File: config.mk
export PLATFORM = sky130hd
export DESIGN_NAME = ranking_relation_store_unit
export DESIGN_NICKNAME = d
export VERILOG_FILES = /design/src/hdl/rrs_pkg.sv /design/src/hdl/ranking_relation_store_unit.sv /design/src/hdl/rrs_ctrl.sv /design/src/hdl/rrs_dp.sv
export SDC_FILE = /design/constraint.sdc
export NUM_CORES = 2
export LEC_CHECK = 0
export BUFFER_PORTS_ARGS = -buffer_cell sky130_fd_sc_hd__buf_4
export CAP_MARGIN = 20
export CELL_PAD_IN_SITES_DETAIL_PLACEMENT = 0
export CELL_PAD_IN_SITES_GLOBAL_PLACEMENT = 1
export CORE_MARGIN = 3
export CORE_UTILIZATION = 34
export DETAILED_ROUTE_END_ITERATION = 10
export GPL_ROUTABILITY_DRIVEN = 0
export PLACE_DENSITY_LB_ADDON = 0.1
export SLEW_MARGIN = 20
export SYNTH_ARGS = -nofsm -noshare
export SYNTH_HDL_FRONTEND = slang
export SYNTH_SLANG_ARGS = --single-unit
File: constraint.sdc
create_clock -name i_clk -period 8.1 [get_ports i_clk]
set_clock_uncertainty 0.1 [all_clocks]
set_input_delay 0.81 -clock i_clk [delete_from_list [all_inputs] [get_ports i_clk]]
set_output_delay 0.81 -clock i_clk [all_outputs]
set_load 0.01 [all_outputs]
File: src/hdl/rrs_pkg.sv
package rrs_pkg;

    // Candidate ids, row width and count width are fixed by the item format
    localparam int ID_W  = 5;
    localparam int ROWS  = 32;
    localparam int CNT_W = 6;

    typedef enum logic [1:0] {
        OP_CLEAR = 2'd0,
        OP_ADD   = 2'd1,
        OP_CHECK = 2'd2,
        OP_EMIT  = 2'd3
    } t_op;

    // Controller to datapath commands
    typedef struct packed {
        logic            take;       // input item accepted, latch the pair
        logic            rd_en;      // launch row reads
        logic            scan_sel;   // read address comes from the scan index
        logic [ID_W-1:0] scan_id;
        logic            clear;      // drop all rows and the present mask
        logic            add_wr;     // write back the merged rows
        logic            emit_init;  // clear slot table and incomplete flag
        logic            out_chk;    // load the check result
        logic            out_slot;   // load one order slot
        logic [ID_W-1:0] slot;
        logic            slot_last;
    } t_cmd;

    // Datapath to controller status
    typedef struct packed {
        logic out_free;   // output register empty or being taken
        logic pipe_busy;  // scan pipeline still holds rows
    } t_sts;

    function automatic logic [CNT_W-1:0] pop_count(input logic [ROWS-1:0] v);
        logic [CNT_W-1:0] s [ROWS];
        for (int i = 0; i < ROWS; i++) begin
            s[i] = CNT_W'(v[i]);
        end
        // pairwise adder tree, five levels for 32 bits
        for (int w = ROWS >> 1; w >= 1; w = w >> 1) begin
            for (int i = 0; i < w; i++) begin
                s[i] = s[2*i] + s[2*i+1];
            end
        end
        return s[0];
    endfunction

endpackage

File: src/hdl/ranking_relation_store_unit.sv
// Ranking relation store. Holds, for up to 32 candidates, a row of candidates known to rank
// below and a row known to rank above, plus a present mask. Commands arrive on the slave
// stream (tuser = command): clear acts when it is accepted, add relation does a row read and
// then a merged row write, and check pair does a row read and then returns one item. Emit
// order walks all 32 rows through one read port of each row memory, one row per cycle, then
// drains the scan pipeline, then streams the effective count of slot items from the highest
// slot down, one per cycle when the master side is ready. Rows reset and clear through
// per-row valid bits, so no clearing pass follows reset. New commands are taken while an
// earlier result still waits in the output register. candidate_count sits at byte address
// 0; it is clamped to MAX_CANDIDATES and 32, and zero counts as one.
module ranking_relation_store_unit #(
    parameter int MAX_CANDIDATES = 32
) (
    input  logic        i_clk,
    input  logic        i_rst_n,
    input  logic        s_axis_tvalid,
    output logic        s_axis_tready,
    input  logic [15:0] s_axis_tdata,   // [4:0] lower_id, [9:5] upper_id, [15:10] zero
    input  logic [1:0]  s_axis_tuser,   // [1:0] command
    output logic        m_axis_tvalid,
    input  logic        m_axis_tready,
    output logic [7:0]  m_axis_tdata,   // [0] conform, [5:1] order_candidate,
                                        // [6] slot_filled, [7] incomplete
    output logic        m_axis_tlast,
    input  logic        psel,
    input  logic        penable,
    input  logic        pwrite,
    input  logic [2:0]  paddr,
    input  logic [31:0] pwdata,
    output logic [31:0] prdata,
    output logic        pready
);
    import rrs_pkg::*;

    localparam int LIM = (MAX_CANDIDATES < ROWS) ? MAX_CANDIDATES : ROWS;
    localparam logic [CNT_W-1:0] LIM_CNT = CNT_W'(LIM);

    logic [CNT_W-1:0] r_candidate_count;
    logic [CNT_W-1:0] eff_cnt;
    logic             cfg_wr;
    t_cmd             cmd;
    t_sts             sts;
    logic             conform, slot_filled, incomplete;
    logic [ID_W-1:0]  order_candidate;

    // Config register
    assign pready = 1'b1;
    assign cfg_wr = psel && penable && pwrite && pready && (paddr[2] == 1'b0);

    always_ff @(posedge i_clk) begin
        if (!i_rst_n) begin
            r_candidate_count <= CNT_W'(ROWS);
        end else if (cfg_wr) begin
            r_candidate_count <= pwdata[CNT_W-1:0];
        end
    end

    assign prdata = (paddr[2] == 1'b0) ? {{(32-CNT_W){1'b0}}, r_candidate_count} : '0;

    // Effective count
    always_comb begin
        if (r_candidate_count == '0)         eff_cnt = CNT_W'(1);
        else if (r_candidate_count > LIM_CNT) eff_cnt = LIM_CNT;
        else                                  eff_cnt = r_candidate_count;
    end

    rrs_ctrl u_ctrl (
        .i_clk      (i_clk),
        .i_rst_n    (i_rst_n),
        .i_in_valid (s_axis_tvalid),
        .i_op       (t_op'(s_axis_tuser)),
        .i_cnt      (eff_cnt),
        .i_sts      (sts),
        .o_in_ready (s_axis_tready),
        .o_cmd      (cmd)
    );

    rrs_dp u_dp (
        .i_clk             (i_clk),
        .i_rst_n           (i_rst_n),
        .i_lower_id        (s_axis_tdata[4:0]),
        .i_upper_id        (s_axis_tdata[9:5]),
        .i_cnt             (eff_cnt),
        .i_cmd             (cmd),
        .o_sts             (sts),
        .o_m_valid         (m_axis_tvalid),
        .i_m_ready         (m_axis_tready),
        .o_conform         (conform),
        .o_order_candidate (order_candidate),
        .o_slot_filled     (slot_filled),
        .o_incomplete      (incomplete),
        .o_last            (m_axis_tlast)
    );

    assign m_axis_tdata = {incomplete, slot_filled, order_candidate, conform};

    // A conforming result only comes from a check: single, last, no slot fields
    a_conform_is_check: assert property (@(posedge i_clk) disable iff (!i_rst_n)
        (m_axis_tvalid && m_axis_tdata[0]) |-> (m_axis_tlast && m_axis_tdata[7:1] == 7'd0))
        else $error("conforming result carries slot fields");

    // Empty slot shows candidate zero
    a_empty_slot: assert property (@(posedge i_clk) disable iff (!i_rst_n)
        (m_axis_tvalid && !m_axis_tdata[6]) |-> (m_axis_tdata[5:1] == 5'd0))
        else $error("empty slot with nonzero candidate");

    // No command is taken while the row scan is still in flight
    a_scan_blocks: assert property (@(posedge i_clk) disable iff (!i_rst_n)
        sts.pipe_busy |-> !s_axis_tready)
        else $error("item accepted during row scan");

    // A taken clear leaves nothing of the scan behind on the next cycle
    a_clear_idle: assert property (@(posedge i_clk) disable iff (!i_rst_n)
        (cmd.clear) |=> !sts.pipe_busy)
        else $error("scan pipeline active after clear");

endmodule

File: src/hdl/rrs_ctrl.sv
module rrs_ctrl (
    input  logic                          i_clk,
    input  logic                          i_rst_n,
    input  logic                          i_in_valid,
    input  rrs_pkg::t_op                  i_op,
    input  logic [rrs_pkg::CNT_W-1:0]     i_cnt,
    input  rrs_pkg::t_sts                 i_sts,
    output logic                          o_in_ready,
    output rrs_pkg::t_cmd                 o_cmd
);
    import rrs_pkg::*;

    typedef enum logic [2:0] {
        S_IDLE,
        S_ADD,
        S_CHK,
        S_SCAN,
        S_DRAIN,
        S_OUT
    } t_state;

    t_state          r_state;
    logic [ID_W-1:0] r_idx;
    logic [ID_W-1:0] r_slot;
    logic            accept;

    assign o_in_ready = (r_state == S_IDLE);
    assign accept     = o_in_ready && i_in_valid;

    // Command decode
    always_comb begin
        o_cmd           = '0;
        o_cmd.take      = accept;
        o_cmd.rd_en     = accept || (r_state == S_SCAN);
        o_cmd.scan_sel  = (r_state == S_SCAN);
        o_cmd.scan_id   = r_idx;
        o_cmd.clear     = accept && (i_op == OP_CLEAR);
        o_cmd.add_wr    = (r_state == S_ADD);
        o_cmd.emit_init = accept && (i_op == OP_EMIT);
        o_cmd.out_chk   = (r_state == S_CHK) && i_sts.out_free;
        o_cmd.out_slot  = (r_state == S_OUT) && i_sts.out_free;
        o_cmd.slot      = r_slot;
        o_cmd.slot_last = (r_slot == '0);
    end

    // State and counters
    always_ff @(posedge i_clk) begin
        if (!i_rst_n) begin
            r_state <= S_IDLE;
            r_idx   <= '0;
            r_slot  <= '0;
        end else begin
            unique case (r_state)
                S_IDLE: begin
                    if (i_in_valid) begin
                        unique case (i_op)
                            OP_CLEAR: r_state <= S_IDLE;
                            OP_ADD:   r_state <= S_ADD;
                            OP_CHECK: r_state <= S_CHK;
                            OP_EMIT: begin
                                r_state <= S_SCAN;
                                r_idx   <= '0;
                            end
                            default:  r_state <= S_IDLE;
                        endcase
                    end
                end
                S_ADD: r_state <= S_IDLE;
                S_CHK: begin
                    if (i_sts.out_free) r_state <= S_IDLE;
                end
                S_SCAN: begin
                    r_idx <= r_idx + 1'b1;
                    if (r_idx == ID_W'(ROWS - 1)) r_state <= S_DRAIN;
                end
                S_DRAIN: begin
                    if (!i_sts.pipe_busy) begin
                        r_state <= S_OUT;
                        r_slot  <= ID_W'(i_cnt - CNT_W'(1));
                    end
                end
                S_OUT: begin
                    if (i_sts.out_free) begin
                        if (r_slot == '0) r_state <= S_IDLE;
                        else              r_slot  <= r_slot - 1'b1;
                    end
                end
                default: r_state <= S_IDLE;
            endcase
        end
    end

endmodule

File: src/hdl/rrs_dp.sv
module rrs_dp (
    input  logic                          i_clk,
    input  logic                          i_rst_n,
    input  logic [rrs_pkg::ID_W-1:0]      i_lower_id,
    input  logic [rrs_pkg::ID_W-1:0]      i_upper_id,
    input  logic [rrs_pkg::CNT_W-1:0]     i_cnt,
    input  rrs_pkg::t_cmd                 i_cmd,
    output rrs_pkg::t_sts                 o_sts,
    output logic                          o_m_valid,
    input  logic                          i_m_ready,
    output logic                          o_conform,
    output logic [rrs_pkg::ID_W-1:0]      o_order_candidate,
    output logic                          o_slot_filled,
    output logic                          o_incomplete,
    output logic                          o_last
);
    import rrs_pkg::*;

    // Row memories, two read ports each, registered read data
    logic [ROWS-1:0] r_below_mem [ROWS];
    logic [ROWS-1:0] r_above_mem [ROWS];
    logic [ROWS-1:0] r_below_vld;
    logic [ROWS-1:0] r_above_vld;
    logic [ROWS-1:0] r_present;

    logic [ID_W-1:0] r_lo, r_up;
    logic [ROWS-1:0] r_bqa, r_bqb, r_aqa, r_aqb;
    logic            r_bva, r_bvb, r_ava, r_avb;

    logic [ID_W-1:0] addr_ba, addr_aa;
    logic [ROWS-1:0] below_a, below_b, above_a, above_b;
    logic [ROWS-1:0] add_below, add_above;
    logic            chk_conform;

    // Scan pipeline
    logic             r_v1, r_v2;
    logic [ID_W-1:0]  r_id1, r_id2;
    logic [CNT_W-1:0] r_nb, r_na;
    logic [CNT_W:0]   rel_sum;
    logic             complete;

    // Slot table
    logic [ID_W-1:0] r_slot_id [ROWS];
    logic [ROWS-1:0] r_slot_ok;
    logic            r_inc;

    // Output register
    logic            r_m_valid;
    logic            r_conform, r_filled, r_incomp, r_last;
    logic [ID_W-1:0] r_cand;
    logic            sel_ok;

    // Pair latch
    always_ff @(posedge i_clk) begin
        if (i_cmd.take) begin
            r_lo <= i_lower_id;
            r_up <= i_upper_id;
        end
    end

    // Port A follows the scan index during emit; port B always the pair
    assign addr_ba = i_cmd.scan_sel ? i_cmd.scan_id : i_lower_id;
    assign addr_aa = i_cmd.scan_sel ? i_cmd.scan_id : i_upper_id;

    always_ff @(posedge i_clk) begin
        if (i_cmd.rd_en) begin
            r_bqa <= r_below_mem[addr_ba];
            r_bva <= r_below_vld[addr_ba];
            r_bqb <= r_below_mem[i_upper_id];
            r_bvb <= r_below_vld[i_upper_id];
            r_aqa <= r_above_mem[addr_aa];
            r_ava <= r_above_vld[addr_aa];
            r_aqb <= r_above_mem[i_lower_id];
            r_avb <= r_above_vld[i_lower_id];
        end
        if (i_cmd.add_wr) begin
            r_below_mem[r_up] <= add_below;
            r_above_mem[r_lo] <= add_above;
        end
    end

    // Rows never written since the last clear read as zero
    assign below_a = r_bva ? r_bqa : '0;
    assign below_b = r_bvb ? r_bqb : '0;
    assign above_a = r_ava ? r_aqa : '0;
    assign above_b = r_avb ? r_aqb : '0;

    // below[up] |= below[lo] | lo ; above[lo] |= above[up] | up
    assign add_below = below_a | below_b | (ROWS'(1) << r_lo);
    assign add_above = above_a | above_b | (ROWS'(1) << r_up);

    assign chk_conform = !(r_present[r_lo] && r_present[r_up] &&
                           (below_a[r_up] || above_a[r_lo]));

    always_ff @(posedge i_clk) begin
        if (!i_rst_n) begin
            r_below_vld <= '0;
            r_above_vld <= '0;
            r_present   <= '0;
        end else if (i_cmd.clear) begin
            r_below_vld <= '0;
            r_above_vld <= '0;
            r_present   <= '0;
        end else if (i_cmd.add_wr) begin
            r_below_vld[r_up] <= 1'b1;
            r_above_vld[r_lo] <= 1'b1;
            r_present[r_lo]   <= 1'b1;
            r_present[r_up]   <= 1'b1;
        end
    end

    // Scan: read, count, place
    always_ff @(posedge i_clk) begin
        if (!i_rst_n) begin
            r_v1 <= 1'b0;
            r_v2 <= 1'b0;
        end else begin
            r_v1 <= i_cmd.rd_en && i_cmd.scan_sel;
            r_v2 <= r_v1 && r_present[r_id1];
        end
    end

    always_ff @(posedge i_clk) begin
        r_id1 <= i_cmd.scan_id;
        r_id2 <= r_id1;
        r_nb  <= pop_count(below_a);
        r_na  <= pop_count(above_a);
    end

    assign rel_sum  = {1'b0, r_nb} + {1'b0, r_na} + (CNT_W+1)'(1);
    assign complete = (rel_sum == {1'b0, i_cnt});

    // Ascending scan, so a later (higher) id overwrites a shared slot
    always_ff @(posedge i_clk) begin
        if (!i_rst_n) begin
            r_slot_ok <= '0;
            r_inc     <= 1'b0;
        end else if (i_cmd.emit_init) begin
            r_slot_ok <= '0;
            r_inc     <= 1'b0;
        end else if (r_v2) begin
            if (complete) r_slot_ok[r_nb[ID_W-1:0]] <= 1'b1;
            else          r_inc <= 1'b1;
        end
    end

    always_ff @(posedge i_clk) begin
        if (r_v2 && complete) r_slot_id[r_nb[ID_W-1:0]] <= r_id2;
    end

    // Output register
    assign sel_ok = r_slot_ok[i_cmd.slot];

    always_ff @(posedge i_clk) begin
        if (!i_rst_n) begin
            r_m_valid <= 1'b0;
        end else if (i_cmd.out_chk || i_cmd.out_slot) begin
            r_m_valid <= 1'b1;
        end else if (i_m_ready) begin
            r_m_valid <= 1'b0;
        end
    end

    always_ff @(posedge i_clk) begin
        if (i_cmd.out_chk) begin
            r_conform <= chk_conform;
            r_cand    <= '0;
            r_filled  <= 1'b0;
            r_incomp  <= 1'b0;
            r_last    <= 1'b1;
        end else if (i_cmd.out_slot) begin
            r_conform <= 1'b0;
            r_cand    <= sel_ok ? r_slot_id[i_cmd.slot] : '0;
            r_filled  <= sel_ok;
            r_incomp  <= r_inc;
            r_last    <= i_cmd.slot_last;
        end
    end

    assign o_sts.out_free  = !r_m_valid || i_m_ready;
    assign o_sts.pipe_busy = r_v1 || r_v2;

    assign o_m_valid         = r_m_valid;
    assign o_conform         = r_conform;
    assign o_order_candidate = r_cand;
    assign o_slot_filled     = r_filled;
    assign o_incomplete      = r_incomp;
    assign o_last            = r_last;

endmodule
---- Yosys cells after proc, flatten, opt, wreduce, memory -nomap -nowiden ----
Memories as Yosys holds them, arrays and structs flattened. A register that Yosys moved wholly into a read port is not among the register bits.
Index checks and enable logic that the tools add are counted.
storage, ports and cells
  register bits ........................... 196
  bits in writable memories ............... 2208
  bits of input ports ..................... 60
  output and inout port bits .............. 44
  logic and storage cells ................. 241
  memories kept ........................... 3
cells by class
  add/sub/neg operators ................... 67
  $lt $le $gt $ge ......................... 13
  equality and inequality tests ........... 18
  shift-type cells ........................ 2
  mux-type cells .......................... 61
  bitwise logic cells ..................... 12
  reduce and logical (&&, ||, !) cells .... 38
memory list
  memory            words  bits a word  rd ports  clocked after Yosys merged registers in  wr ports  RTL line      RTL
  u_dp.r_above_mem  32     32           2         2                                        1         rrs_dp.sv:21  logic [ROWS-1:0] r_above_mem [ROWS];
  u_dp.r_below_mem  32     32           2         2                                        1         rrs_dp.sv:20  logic [ROWS-1:0] r_below_mem [ROWS];
  u_dp.r_slot_id    32     5            1         1                                        1         rrs_dp.sv:43  logic [ID_W-1:0] r_slot_id [ROWS];
operators by type and width
  cell                                                                                 number
  32-bit OR                                                                            9
  6-bit adder                                                                          30
  32-bit two-way mux                                                                   4
  1-bit by 1-bit adder with 2-bit output                                               32
  1-bit by 5-bit left shift with 32-bit output, first input constant                   2
  5-bit by 6-bit < comparator with 1-bit output, second input constant                 9
  1-bit binary-select mux with 5-bit select                                            10
  5-bit two-way mux                                                                    10
  1-bit two-way mux                                                                    21
  5-bit case mux with 2 select lines                                                   2
  3-bit two-way mux                                                                    6
  6-bit two-way mux                                                                    3
  1-bit logical AND                                                                    16
  1-bit demux with 5-bit select                                                        3
  5-bit by 1-bit greater-or-equal comparator with 1-bit output, second input constant  3
  3-bit case mux with 5 select lines                                                   1
  3-bit case mux with 4 select lines                                                   1
  2-bit != test, second input constant                                                 5
  5-bit by 1-bit subtractor with 5-bit output, second input constant                   2
  2-bit nonzero test                                                                   4
  6-bit by 6-bit adder with 7-bit output                                               1
  7-bit by 1-bit adder with 7-bit output, second input constant                        1
  7-bit by 6-bit == test with 1-bit output                                             1
  3-bit by 2-bit == test with 1-bit output, second input constant                      2
  20 further kinds                                                                     33

---- Depth between registers and ports, before layout ----
  word-level depth ........................ 8
  mapped depth ............................ 18
  gate-level depth less buffers ........... 17

---- Modules after synthesis ----
A second synthesis with hierarchy kept.
unflattened totals
  cell total of the unflattened synthesis .. 7693
  area, all modules ....................... 120937.2 µm²
by module, submodules not included
  module                       instances  cells an instance  area each (µm²)  sequential area each (µm²)
  rrs_dp                       1          7496               119319.4         73840.8
  rrs_ctrl                     1          124                1052.3           260.2
  ranking_relation_store_unit  1          73                 565.5            120.1

---- Worst setup path after synthesis ----
OpenSTA, ideal clock, no wires.
  path kind ............................... reg2reg
  start point ............................. reg u_dp.r_bva
  end point ............................... reg u_dp.r_nb[5]
  setup time .............................. 114 ps
  arrival ................................. 4629 ps
  required time ........................... 7886 ps
  slack ................................... 3257 ps
  stages on the path, launching flop included .. 16
  buffers on the path ..................... 2
  clock period less this slack ............ 4843 ps
  cells stage by stage .................... edfxtp_1 -> clkbuf_1 -> clkbuf_1 -> and2_1 -> ha_1 -> inv_1 -> fa_1 -> fa_1 -> inv_1 -> fa_1 -> fa_1 -> fa_1 -> ha_1 -> fa_1 -> a21o_1 -> a21o_1
between the ends
  word-level cells in the longest chain between the ends .. 6
  elaborated cells between the ends (all ways) .. 32
  classes of those cells .................. 31 x add/sub; 1 x mux
RTL lines
  what                                    RTL line       RTL
  start: declaration                      rrs_dp.sv:28   logic r_bva, r_bvb, r_ava, r_avb;
  start signal: assignment                rrs_dp.sv:68   r_bva <= r_below_vld[addr_ba];
  32-bit two-way mux *                    rrs_dp.sv:83   assign below_a = r_bva ? r_bqa : '0;
  1-bit by 1-bit adder with 2-bit output  rrs_pkg.sv:44  s[i] = s[2*i] + s[2*i+1];
  6-bit adder (3 in a row)                rrs_pkg.sv:44
  6-bit adder *                           rrs_pkg.sv:44
  end signal: assignment                  rrs_dp.sv:126  r_nb <= pop_count(below_a);
  end: declaration                        rrs_dp.sv:38   logic [CNT_W-1:0] r_nb, r_na;
Every way passes the cells marked *; elsewhere a longest branch is shown, timed or not.
A chain may end at the register's enable or synchronous reset.

---- Worst setup path in the final report ----
  start point ............................. reg u_ctrl.r_state[1]
  end point ............................... reg u_dp.r_aqa[6], read port of u_dp.r_above_mem, data pin
between the ends
  word-level cells in the longest chain between the ends .. 3
  elaborated cells between the ends (all ways) .. 5
  classes of those cells .................. 1 x eq/ne; 1 x mux; 3 x reduce/logical
RTL lines
  what                      RTL line        RTL
  start: declaration        rrs_ctrl.sv:22  t_state r_state;
  start signal: assignment  rrs_ctrl.sv:49  r_state <= S_IDLE;
  start signal: assignment  rrs_ctrl.sv:57  OP_CLEAR: r_state <= S_IDLE;
  start signal: assignment  rrs_ctrl.sv:58  OP_ADD: r_state <= S_ADD;
  3-bit zero test           rrs_ctrl.sv:27  assign o_in_ready = (r_state == S_IDLE);
  1-bit logical AND         rrs_ctrl.sv:28  assign accept = o_in_ready && i_in_valid;
  1-bit logical OR          rrs_ctrl.sv:34  o_cmd.rd_en = accept || (r_state == S_SCAN);
  end: declaration          rrs_dp.sv:27    logic [ROWS-1:0] r_bqa, r_bqb, r_aqa, r_aqb;
Several ways; a longest one is shown, not always the timed one.

==> run_results.csv <==
group,metric,value,unit
logic_synthesis,netlist_area,119000,µm²
global_routing,antenna_found_initial,18,
sta,fin_setup_tns,0,ns
routing,drc,0,
logic_synthesis,yosysTopAreaCell,"edfxtp_1",
sta,fin_ws,2.739,ns
routing,routed_wirelength,458800,µm
logic_synthesis,synth_edf_count,2351,
routing,vias_per_cell,5.906,
worst_setup_path,crit_path_max_incr_delay,1.13,ns
power_and_ir_drop,sequentialPowerShare,0.423,
floorplanning,core.rowCount,216,
clock_tree,cts_made_buffers,302,
clock_tree,clk_pin_slew,0.06,ns
worst_setup_path,crit_path_start_kind,"register",
worst_setup_path,critPathTopFamily,"simple AND/OR/NAND/NOR gates",
finish,finalInstanceArea,135700,µm²
logic_synthesis,synthCells,8440,
global_routing,grt_pass1_vias,77213,
sta,clock.fmax,0.1865,GHz
power_and_ir_drop,p_leak,45.21,nW
worst_setup_path,cp.required,8.53,ns
floorplanning,core,347300,µm²
placed_design,dpl_cell_area,125800,µm²
finish,fillCellCount,31957,
sta,finalMaxSlewViolations,0,
power_and_ir_drop,clkPwrFrac,0.344,
outcome,status,"finished, final reports clean",
global_routing,grt_pass1_wl,632300,µm
sta,final-setup-viol-count,0,
logic_synthesis,postSynthAreaPerCell,14.10,µm²
clock_tree,cts_resized,0,
routing,wl_met1,203500,µm
logic_synthesis,ys.flop_type,"edfxtp_1",
logic_synthesis,synth_top_cell_area_share,0.5933,
global_routing,grt_max_degree,168,
sta,maxSlewHeadroom,0.1234,
logic_synthesis,synth_seq_cells,2537,
routing,drtIter0Drc,9932,
clock_tree,clk_latency,0.93,ns
logic_synthesis,ys_top_cells_by_area,"edfxtp_1 59%, mux4_2 14%, nand2_1 6.0%",
clock_tree,cts_max_level,5,
routing,topRoutingLayerUsed,"met5",
routing,wl_met3,31240,µm
clock_tree,clock_path_buffers,4,
routing,first_pass_iters,6,
floorplanning,fp.dieW,597.6,µm
floorplanning,die_y,597.6,µm
clock_tree,post_cts_buffers,0,
logic_synthesis,ys_warn_count,0,
worst_setup_path,criticalPathCategory,"reg2reg",
routing,vias,78555,
placed_design,place_ws,2.827,ns
routing,wl_met2,211200,µm
worst_setup_path,cp_common_cell,"buf_4",
worst_setup_path,path_max_fanout,56,
clock_tree,numClockSinks,2537,
global_routing,grt_use_total,0.2517,
worst_setup_path,path_buf_inv,3,
global_routing,overflow,0,
placed_design,io_buffer_count,42,
power_and_ir_drop,combinationalPowerShare,0.232,
power_and_ir_drop,ir_worst_vdd,537.5,µV
finish,drive_above_1_share,0.2046,
logic_synthesis,async_flop_share,0,
floorplanning,die-area,357100,µm²
worst_setup_path,cp-end-kind,"register",
sta,fin_crit_sh,0.6618,
floorplanning,initial_core_util,0.3426,
clock_tree,cts_tree,"done",
flow_run,cap_violations,0,
power_and_ir_drop,p_per_area,290.0,nW/µm²
worst_setup_path,critPathSlowestCell,"nor4_1",
sta,hold_ws,0.1374,ns
sta,finalHoldViolations,0,
sta,rsz0062_at_grt,"false",
clock_tree,root_buffer,"clkbuf_16",
routing,final_antenna_net_count,0,
logic_synthesis,synthDistinctLibCells,73,
routing,routed_wire_length_per_instance,34.50,µm
finish,fin_nets,8652,
sta,period_minus_slack,5.361,ns
worst_setup_path,path_cells,"nand3b_1, buf_4, a21oi_4, buf_4, nor2_4, buf_4, a32oi_1, a31oi_1, nor4_1",
power_and_ir_drop,switchingPower,12.24,mW
placed_design,hpwlAfterDp,259300,µm
min_path,min-delay-path-class,"in2reg",
power_and_ir_drop,switching_share,0.3111,
clock_tree,holdBufCountCts,7,
logic_synthesis,ys_seq_area_frac,0.6246,
floorplanning,io_pins,104,
sta,tightest_slew,1.303,ns
worst_setup_path,arrival,5.80,ns
power_and_ir_drop,internal_power,27.11,mW
finish,area_growth,14.05,%
==> cells in the mapped netlist (122+ instances only) <==
library cell and instances:
inv_1 122, mux4_2 760, edfxtp_1 2351, dfxtp_1 186, a21oi_1 221, and3_1 222
clkbuf_1 254, mux2i_1 130, nand3_1 459, a31oi_1 265, buf_2 253, nand2_1 1913
==> tightest hold or removal path, stage by stage <==
cell and delay, ns:
buf_4 0.16, nand2_1 0.08, nor2_1 0.03
==> sequential cells by signal (all words and copies together) (netlist names), 6 cells and up, named ones only <==
name and flops:
r_candidate_count 6, u_dp.r_above_mem 1024, u_dp.r_above_vld 32, u_dp.r_aqa 32, u_dp.r_aqb 32, u_dp.r_below_mem 1024
u_dp.r_below_vld 32, u_dp.r_bqa 32, u_dp.r_bqb 32, u_dp.r_na 6, u_dp.r_nb 6, u_dp.r_present 32
u_dp.r_slot_id 160, u_dp.r_slot_ok 32
==> layer usage <==
metal	vias to the layer above	global-route usage
met5	-	0
met4	2	0.06872
li1	32703	-
met2	3441	0.3967
met3	655	0.03206
met1	41754	0.3665
==> stage by stage <==
| stage | power [mW] | cells | utilization |
|---|---|---|---|
| 2_1_floorplan | 22.19 | 8465 | - |
| 3_3_place_gp | 25.88 | 12741 | 0.3614 |
| 3_5_place_dp | 25.99 | 12751 | 0.3622 |
| 4_1_cts | 39.60 | 13297 | 0.3904 |
| 5_1_grt | 40.95 | 13299 | 0.3907 |
| 6_report | 39.36 | 13300 | 0.3908 |
==> power groups by stage <==
| stage | logic (mW) | registers [mW] | clock network (mW) |
|---|---|---|---|
| after CTS | 9.11 | 16.7 | 13.8 |
| final | 9.15 | 16.7 | 13.5 |
| after detailed placement | 9.06 | 16.9 | 0 |
| after floorplan | 5.44 | 16.8 | 0 |
| after global routing | 9.93 | 16.7 | 14.3 |
| after global placement | 8.95 | 16.9 | 0 |
==> area by class of cell <==
type	instances	area, µm²	area share
inverter	123	461.7	0.003402
clock inverter	137	1363	0.01004
tap	4578	5728	0.04221
clock buffer	402	8337	0.06143
sequential	2537	74330	0.5477
antenna	3	7.507	0.00005532
multi-input combinational	5161	42390	0.3124
timing repair buffer	359	3094	0.02280
==> cell families after synthesis <==
group                    share of synthesized area
AND/OR/NAND/NOR                             0.1115
flip-flops                                  0.6246
other                                   0.00006312
AO/OA/AOI/OAI                              0.05604
adder cells (fa/ha/maj)                    0.01470
multiplexers                                0.1616
buffers and inverters                      0.02988
XOR/XNOR                                  0.001619
==> placed cells by master, fill, tap and decap left out, types with 19 or more instances in the layout <==
cell type	n
and3_1	222
clkbuf_16	313
o22ai_1	98
clkbuf_1	72
nand2_1	1904
dfxtp_1	183
a32oi_1	64
a22oi_1	28
edfxtp_1	2351
nor4_1	41
mux2_2	72
o21ai_4	28
ha_1	55
clkinv_2	41
or4_1	21
nor2_4	69
nand3_1	458
o21a_1	102
fa_1	53
mux2i_1	130
mux4_2	760
clkinv_1	52
nor2_1	42
o21ai_2	27
a21oi_1	218
bufinv_16	21
a211oi_1	33
inv_1	122
nand4_1	41
o21ai_0	27
buf_4	320
nor3_1	31
conb_1	27
o31a_1	33
nor2b_1	19
and2_1	63
nand2b_1	26
a31oi_1	264
==> final timing paths <==
| path | slack [ns] | cells after the start | startpoint | to |
|---|---|---|---|---|
| setup / recovery | 2.74 | 9 | u_ctrl.r_state[1] | u_dp.r_aqa[6] |
| hold / removal | 0.14 | 3 | i_rst_n | u_dp.r_v2 |
| setup reg to reg | 2.74 | 9 | u_ctrl.r_state[1] | u_dp.r_aqa[6] |
| hold reg to reg | 0.29 | 0 | u_dp.r_id1[4] | u_dp.r_id2[4] |
Power figures use the tool's default switching activity.
